**src/park_miller_rng_hash_reseed_assert.svh**
```systemverilog
// Assertion macros for the minimal-standard generator block.
`ifndef PARK_MILLER_RNG_HASH_RESEED_ASSERT_SVH
`define PARK_MILLER_RNG_HASH_RESEED_ASSERT_SVH

`ifndef ASSERT_OFF

// Check that an antecedent implies a consequent in the same cycle.
`define PMRH_ASSERT_IMP(lbl, clk, rst_n, ante, cons) \
	lbl: assert property (@(posedge clk) disable iff (!rst_n) (ante) |-> (cons)) \
		else $error("pmrh assertion failed");

// Check that an antecedent implies a consequent in the next cycle.
`define PMRH_ASSERT_NXT(lbl, clk, rst_n, ante, cons) \
	lbl: assert property (@(posedge clk) disable iff (!rst_n) (ante) |=> (cons)) \
		else $error("pmrh assertion failed");

`else

`define PMRH_ASSERT_IMP(lbl, clk, rst_n, ante, cons)
`define PMRH_ASSERT_NXT(lbl, clk, rst_n, ante, cons)

`endif

`endif

```
**src/pmrh_pkg.sv**
```systemverilog
// Types, constants and microcode table of the minimal-standard generator.
package pmrh_pkg;

	localparam int unsigned STATE_W      = 31;
	localparam int unsigned MUL_W        = 15;
	localparam int unsigned PROD_W       = STATE_W + MUL_W;
	localparam int unsigned HASH_W       = 32;
	localparam int unsigned HASH_KEEP_W  = 27;
	localparam int unsigned HASH_BYTES   = 28;
	localparam int unsigned BYTE_CNT_W   = 5;
	localparam int unsigned WARMUP_STEPS = 5;
	localparam int unsigned REM_W        = 3;
	localparam int unsigned PAYLOAD_W    = 8 * HASH_BYTES;

	localparam logic [MUL_W-1:0]      MUL_A     = 15'd16807;
	localparam logic [STATE_W-1:0]    MOD_M     = 31'h7FFF_FFFF;
	localparam logic [BYTE_CNT_W-1:0] HASH_LAST = BYTE_CNT_W'(HASH_BYTES - 1);
	localparam logic [BYTE_CNT_W-1:0] HASH_END  = BYTE_CNT_W'(HASH_BYTES);
	localparam logic [REM_W-1:0]      WARM_REM  = REM_W'(WARMUP_STEPS - 1);

	typedef enum logic [1:0] {
		MODE_NEXT   = 2'd0,
		MODE_LOAD   = 2'd1,
		MODE_RESEED = 2'd2,
		MODE_NONE   = 2'd3
	} mode_t;

	// Datapath operation of one microcode step
	typedef enum logic [2:0] {
		OP_NONE,
		OP_LOAD,
		OP_HBYTE,
		OP_FIN1,
		OP_FIN2,
		OP_MUL,
		OP_FOLD,
		OP_EMIT
	} op_t;

	// How the step counter moves on
	typedef enum logic [2:0] {
		C_DISPATCH,
		C_NEXT,
		C_GOTO,
		C_LOOP_BYTE,
		C_LOOP_REM,
		C_WAIT_OUT
	} cond_t;

	typedef enum logic [2:0] {
		P_IDLE  = 3'd0,
		P_LOAD  = 3'd1,
		P_HBYTE = 3'd2,
		P_FIN1  = 3'd3,
		P_FIN2  = 3'd4,
		P_MUL   = 3'd5,
		P_FOLD  = 3'd6,
		P_EMIT  = 3'd7
	} step_t;

	typedef struct packed {
		op_t   op;
		cond_t cond;
		step_t target;
	} ctrl_t;

	// Read-only control store, one word per step
	function automatic ctrl_t ucode_rom(input step_t pc);
		ctrl_t w;
		case (pc)
			P_IDLE:  w = '{op: OP_NONE,  cond: C_DISPATCH,  target: P_IDLE};
			P_LOAD:  w = '{op: OP_LOAD,  cond: C_GOTO,      target: P_EMIT};
			P_HBYTE: w = '{op: OP_HBYTE, cond: C_LOOP_BYTE, target: P_HBYTE};
			P_FIN1:  w = '{op: OP_FIN1,  cond: C_NEXT,      target: P_IDLE};
			P_FIN2:  w = '{op: OP_FIN2,  cond: C_NEXT,      target: P_IDLE};
			P_MUL:   w = '{op: OP_MUL,   cond: C_NEXT,      target: P_IDLE};
			P_FOLD:  w = '{op: OP_FOLD,  cond: C_LOOP_REM,  target: P_MUL};
			P_EMIT:  w = '{op: OP_EMIT,  cond: C_WAIT_OUT,  target: P_IDLE};
			default: w = '{op: OP_NONE,  cond: C_GOTO,      target: P_IDLE};
		endcase
		return w;
	endfunction

endpackage

```
**src/park_miller_rng_hash_reseed.sv**
```systemverilog
// Top level: microcoded minimal-standard generator with hash reseed.
//
//  channel | direction | handshake            | payload
//  --------+-----------+----------------------+-------------------------------------------
//  in      | to block  | in_valid / in_stall   | mode, new_seed, hash_base, coord_x/y/z
//  out     | from block| out_valid / out_stall | random_value, seed_error
//
// Steps per request: mode 0 one multiply and one fold step of the shared modulo unit, then
// the result step; mode 1 the load and result steps; mode 3 only the result step; mode 2
// hashes 28 bytes, runs 2 finishing steps and 5 multiply/fold pairs, then the result step.
// Step counter: one control word per unstalled cycle; all arithmetic runs in one datapath.
// Reset sets the generator state to 1 and the sequencer to idle, with no request held.
// A stalled output holds the sequencer in its result step; input waits until it is idle.
`include "park_miller_rng_hash_reseed_assert.svh"

module park_miller_rng_hash_reseed
	import pmrh_pkg::*;
(
	input  logic                clk,
	input  logic                arst_n,
	input  logic                in_valid,
	output logic                in_stall,
	input  logic [1:0]          mode,
	input  logic signed [31:0]  new_seed,
	input  logic signed [31:0]  hash_base,
	input  logic [63:0]         coord_x,
	input  logic [63:0]         coord_y,
	input  logic [63:0]         coord_z,
	output logic                out_valid,
	input  logic                out_stall,
	output logic [STATE_W-1:0]  random_value,
	output logic                seed_error
);

	step_t                  pc_q;
	step_t                  pc_nxt;
	ctrl_t                  ctrl;
	logic [STATE_W-1:0]     state_q;
	logic [BYTE_CNT_W-1:0]  byte_q;
	logic [REM_W-1:0]       rem_q;
	logic                   out_valid_q;
	logic [STATE_W-1:0]     random_value_q;
	logic                   seed_error_q;
	logic [31:0]            seed_q;
	logic [PAYLOAD_W-1:0]   bytes_q;
	logic [HASH_W-1:0]      hash_q;
	logic [PROD_W-1:0]      prod_q;
	logic                   err_q;

	logic                   in_accept;
	logic                   out_free;
	logic                   seed_bad;
	logic [7:0]             hbyte;
	logic [HASH_W-1:0]      hext;
	logic [HASH_W-1:0]      mix_a;
	logic [HASH_W-1:0]      mix_b;
	logic [HASH_W-1:0]      mix_h;
	logic [HASH_W-1:0]      fin1_a;
	logic [HASH_W-1:0]      fin1_h;
	logic [HASH_W-1:0]      fin2_a;
	logic [HASH_KEEP_W-1:0] fin2_keep;
	logic [STATE_W-1:0]     fin2_seed;
	logic [STATE_W:0]       fold_sum;
	logic [STATE_W:0]       fold_mod;
	logic [STATE_W-1:0]     folded;

	// Handshake
	assign in_accept = in_valid && (pc_q == P_IDLE);
	assign in_stall  = (pc_q != P_IDLE);
	assign out_free  = !out_valid_q || !out_stall;

	// Fetch the control word of the current step
	always_comb begin
		ctrl = ucode_rom(pc_q);
	end

	// Next step
	always_comb begin
		pc_nxt = pc_q;
		case (ctrl.cond)
			C_DISPATCH: begin
				if (in_accept) begin
					case (mode_t'(mode))
						MODE_NEXT:   pc_nxt = P_MUL;
						MODE_LOAD:   pc_nxt = P_LOAD;
						MODE_RESEED: pc_nxt = P_HBYTE;
						default:     pc_nxt = P_EMIT;
					endcase
				end else begin
					pc_nxt = P_IDLE;
				end
			end
			C_NEXT:      pc_nxt = step_t'(pc_q + 3'd1);
			C_GOTO:      pc_nxt = ctrl.target;
			C_LOOP_BYTE: pc_nxt = (byte_q != HASH_LAST) ? ctrl.target : step_t'(pc_q + 3'd1);
			C_LOOP_REM:  pc_nxt = (rem_q != '0) ? ctrl.target : step_t'(pc_q + 3'd1);
			C_WAIT_OUT:  pc_nxt = out_free ? ctrl.target : pc_q;
			default:     pc_nxt = P_IDLE;
		endcase
	end

	// Seed check for a direct load
	assign seed_bad = (seed_q == 32'd0) || seed_q[31];

	// One-at-a-time mix of the lowest queued byte, sign-extended
	assign hbyte = bytes_q[7:0];
	assign hext  = {{24{hbyte[7]}}, hbyte};
	assign mix_a = hash_q + hext;
	assign mix_b = mix_a + {mix_a[HASH_W-11:0], 10'b0};
	assign mix_h = mix_b ^ {6'b0, mix_b[HASH_W-1:6]};

	// Hash finish, first half
	assign fin1_a = hash_q + {hash_q[HASH_W-4:0], 3'b0};
	assign fin1_h = fin1_a ^ {11'b0, fin1_a[HASH_W-1:11]};

	// Hash finish, second half: keep 27 bits, zero becomes one
	assign fin2_a    = hash_q + {hash_q[HASH_W-16:0], 15'b0};
	assign fin2_keep = fin2_a[HASH_KEEP_W-1:0];
	assign fin2_seed = (fin2_keep == '0) ? STATE_W'(1)
		: {{(STATE_W-HASH_KEEP_W){1'b0}}, fin2_keep};

	// Fold the product modulo 2^31-1: high part plus low part, one subtract
	assign fold_sum = {1'b0, prod_q[STATE_W-1:0]}
		+ {{(STATE_W+1-MUL_W){1'b0}}, prod_q[PROD_W-1:STATE_W]};
	assign fold_mod = (fold_sum >= {1'b0, MOD_M}) ? (fold_sum - {1'b0, MOD_M}) : fold_sum;
	assign folded   = fold_mod[STATE_W-1:0];

	// Control state, generator state and loop counters
	always_ff @(posedge clk or negedge arst_n) begin
		if (!arst_n) begin
			pc_q        <= P_IDLE;
			state_q     <= STATE_W'(1);
			byte_q      <= '0;
			rem_q       <= '0;
			out_valid_q <= 1'b0;
		end else begin
			pc_q <= pc_nxt;
			case (ctrl.op)
				OP_NONE: begin
					if (in_accept) begin
						byte_q <= '0;
						rem_q  <= '0;
					end
				end
				OP_LOAD: begin
					if (!seed_bad) begin
						state_q <= seed_q[STATE_W-1:0];
					end
				end
				OP_HBYTE: byte_q <= byte_q + 1'b1;
				OP_FIN2: begin
					state_q <= fin2_seed;
					rem_q   <= WARM_REM;
				end
				OP_FOLD: begin
					state_q <= folded;
					if (rem_q != '0) begin
						rem_q <= rem_q - 1'b1;
					end
				end
				default: ;
			endcase
			// Drop the result once taken, raise it from the result step
			if ((ctrl.op == OP_EMIT) && out_free) begin
				out_valid_q <= 1'b1;
			end else if (!out_stall) begin
				out_valid_q <= 1'b0;
			end
		end
	end

	// Datapath registers
	always_ff @(posedge clk) begin
		case (ctrl.op)
			OP_NONE: begin
				if (in_accept) begin
					seed_q  <= new_seed;
					bytes_q <= {coord_z, coord_y, coord_x, hash_base};
					hash_q  <= '0;
					err_q   <= 1'b0;
				end
			end
			OP_LOAD:  err_q <= seed_bad;
			OP_HBYTE: begin
				hash_q  <= mix_h;
				bytes_q <= {8'b0, bytes_q[PAYLOAD_W-1:8]};
			end
			OP_FIN1:  hash_q <= fin1_h;
			OP_MUL:   prod_q <= {{MUL_W{1'b0}}, state_q} * {{STATE_W{1'b0}}, MUL_A};
			OP_EMIT: begin
				if (out_free) begin
					random_value_q <= state_q;
					seed_error_q   <= err_q;
				end
			end
			default: ;
		endcase
	end

	assign out_valid    = out_valid_q;
	assign random_value = random_value_q;
	assign seed_error   = seed_error_q;

	// A fold never leaves the modulus itself in the state
	`PMRH_ASSERT_NXT(a_fold_reduced, clk, arst_n, pc_q == P_FOLD, state_q != MOD_M)
	// The hash loop leaves only after every byte has been mixed
	`PMRH_ASSERT_IMP(a_hash_count, clk, arst_n, pc_q == P_FIN1, byte_q == HASH_END)
	// A new result appears only out of the result step
	`PMRH_ASSERT_IMP(a_emit_source, clk, arst_n, $rose(out_valid_q), $past(pc_q) == P_EMIT)
	// The result step does not linger while the output register is empty
	`PMRH_ASSERT_NXT(a_emit_drains, clk, arst_n, (pc_q == P_EMIT) && !out_valid_q,
		pc_q == P_IDLE)

endmodule

```
**config.mk**
```make
export PLATFORM = sky130hd
export DESIGN_NAME = park_miller_rng_hash_reseed
export DESIGN_NICKNAME = d
export VERILOG_FILES = /design/src/pmrh_pkg.sv /design/src/park_miller_rng_hash_reseed.sv
export VERILOG_INCLUDE_DIRS = /design/src /design/src/src
export SDC_FILE = /design/constraint.sdc
export NUM_CORES = 1
export LEC_CHECK = 0
export BUFFER_PORTS_ARGS = -buffer_cell sky130_fd_sc_hd__buf_2
export CORE_ASPECT_RATIO = 1.5
export CORE_MARGIN = 1
export CORE_UTILIZATION = 50
export DETAILED_ROUTE_END_ITERATION = 8
export PLACE_DENSITY = 0.72
export SETUP_SLACK_MARGIN = 0.3
export SYNTH_ARGS = -nofsm -noshare
export SYNTH_HDL_FRONTEND = slang
export SYNTH_SLANG_ARGS = --single-unit
```
**constraint.sdc**
```tcl
create_clock -name clk -period 12.7 [get_ports clk]
set_input_delay 2.54 -clock clk [delete_from_list [all_inputs] [get_ports clk]]
set_output_delay 2.54 -clock clk [all_outputs]
set_load 0.005 [all_outputs]
```
==> results.ini <==
[outcome]
status = finished clean

[timing]
min_period_over_period = 0.5390
setup_tns_ns = 0
rsz0062_at_grt = false
hold_viol = 0
setup_viol = 0
worst_pin_slew_ns = 1.184
slew_violations = 0
fmax_ghz = 0.1461
min_period_ns = 6.845
relSlewSlack = 0.2080
finClkSkew_ns = 0.05018

[clock_tree]
cts_tree = yes
post_cts_buffers = 0
ctsLongestPathBuffers = 3
cts-root-buf = clkbuf_16
cts_resized = 0
h-tree-depth = 2
hold_buffers = 0
cts_buffers = 42
path_clk_slew_ns = 0.06
cts.sinks = 410
clk_latency_ns = 0.60

[routing]
routed_wl_um = 86050
avgViaCountPerCell = 5.475
routedWlPerCell_um = 20.53
drc = 0
drt-initial-drc-count = 1488
vias = 22952
ant_nets = 0
first_pass_iters = 6

[final_layout]
drive_gt1_frac = 0.1233
post-route-util = 0.5655
fin_nets = 4073
fillers = 5415
area_growth_pct = 11.88
seqCellArea_mm2 = 0.01210
multiInputGateArea_mm2 = 0.01674

[synth]
synth_seq_cells = 410
ys_warn_count = 0
async_flop_share = 0.1049
ys_seq_area_frac = 0.3989
netlist_instances = 3096
netlist.area_leader.share = 0.3634
ys.flop_type = edfxtp_1
synthTopCellsByArea = edfxtp_1, ha_1, nand2_1, fa_1, inv_1
yosysMostFrequentCell = nand2_1
synthTopCellsByCount = nand2_1, edfxtp_1, inv_1
yosysTopAreaCell = edfxtp_1
synth_nets = 3803
syn_avg_cell_area_um2 = 9.797
syn-cell-area_mm2 = 0.03033
synth_edf_count = 367
synth_cell_types = 93

[grt]
grt-ovfl-total = 0
antenna_found_initial = 19
grt_max_degree = 200
grtUsageTotal = 0.2835
grt_pass1_wl_um = 132400
grt_pass1_vias = 23522

[critical_path]
start_kind = register
cp_max_fo = 7
critPathRequiredTime_ns = 13.03
cp.arrival_ns = 7.17
worstSetupPathType = reg -> reg
cp-end-kind = register

[die]
initial_core_util = 0.5054
die_area_mm2 = 0.06167
die_w_um = 203.1
die_h_um = 303.6
fp-row-count = 110
io-pin-count = 296
placeableCoreArea_mm2 = 0.06001

[place]
io_buffers = 295
hpwl_um = 67890
gp_congestion = 0.9801

[run]
drv_cap = 0

[hold_path]
hold_path_class = reg -> reg

[layer usage]
metal,routed length [µm],vias up,track usage
met5,144,-,0
met3,5254,224,0.05405
li1,-,11095,-
met4,5458,24,0.1614
met1,30950,10895,0.3097
met2,44240,714,0.5085
[layout by cell type (no fill, tap or decap), types with 13 or more instances in the layout]
cell type / n
nand2_1: 789
edfxtp_1: 367
inv_1: 320
ha_1: 307
buf_2: 295
fa_1: 138
xnor2_1: 124
o21ai_0: 121
nor2_1: 118
a21oi_1: 112
xor2_1: 77
a21o_1: 73
dfrtp_1: 42
clkbuf_16: 42
nand3_1: 33
o21a_1: 31
nor3_1: 25
nor2b_1: 20
a31oi_1: 20
nor4_1: 20
nand4_1: 19
o21bai_1: 18
and3_1: 18
nand2b_1: 17
o211ai_1: 14
a211oi_1: 13
and2_1: 13
clkbuf_1: 13
[cell type report]
cell class	count	area share
antenna	9	0.0006637
clock buffer	56	0.03282
clock inverter	21	0.005752
inverter	320	0.03540
multi-input combinational	2284	0.4932
sequential	410	0.3565
tap	784	0.02891
timing repair buffer	308	0.04675
[worst max-delay path, stage by stage, from the launching register on]
cell,delay (ns)
dfrtp_1,0.54
inv_1,0.19
fa_1,0.53
inv_1,0.04
ha_1,0.26
inv_1,0.05
fa_1,0.50
inv_1,0.05
fa_1,0.47
fa_1,0.55
inv_1,0.06
fa_1,0.52
inv_1,0.04
ha_1,0.37
nand3_1,0.18
nor2_1,0.08
a211o_1,0.27
a21o_1,0.20
a221oi_1,0.33
a31o_2,0.25
o21ai_0,0.19
or2_2,0.34
a32o_1,0.27
a31oi_1,0.21
xnor2_1,0.09
[flip-flops by register name, indices dropped and copies added (netlist names)]
| signal | cells |
|---|---|
| bytes_q | 224 |
| prod_q | 46 |
| hash_q | 32 |
| seed_q | 32 |
| random_value | 31 |
| state_q | 31 |
| byte_q | 5 |
| pc_q | 3 |
| rem_q | 3 |
| err_q | 1 |
| out_valid | 1 |
| seed_error | 1 |
[metrics by stage]
stage	cell area [µm²]	instances	hold slack, ns	setup WS, ns
2_1_floorplan	30330	3096	0.4003	0.3386
3_3_place_gp	32600	4106	0.4505	5.970
3_5_place_dp	32600	4106	0.4457	5.870
4_1_cts	33910	4183	0.4611	5.863
5_1_grt	33930	4189	0.4709	5.540
6_report	33930	4192	0.4578	5.855
[final timing paths]
kind,start,end,slack [ns],cells after the start
max,state_q[20],prod_q[40],5.85,24
min,err_q,seed_error,0.46,0
max reg2reg,state_q[20],prod_q[40],5.85,24
min reg2reg,err_q,seed_error,0.46,0
max in group asynchronous,arst_n,state_q[28],10.08,2
min in group asynchronous,arst_n,out_valid,2.12,2
[cells by family after synthesis]
family                   synth area share
adder cells (fa/ha/maj)            0.2177
flip-flops                         0.3989
AND/OR/NAND/NOR                    0.1568
AO/OA/AOI/OAI                      0.1123
buffers and inverters             0.05037
multiplexers                     0.002970
XOR/XNOR                          0.06093
Power is not shown: default switching activity piles up to over one toggle a cycle in this logic, so the estimate is an artifact.
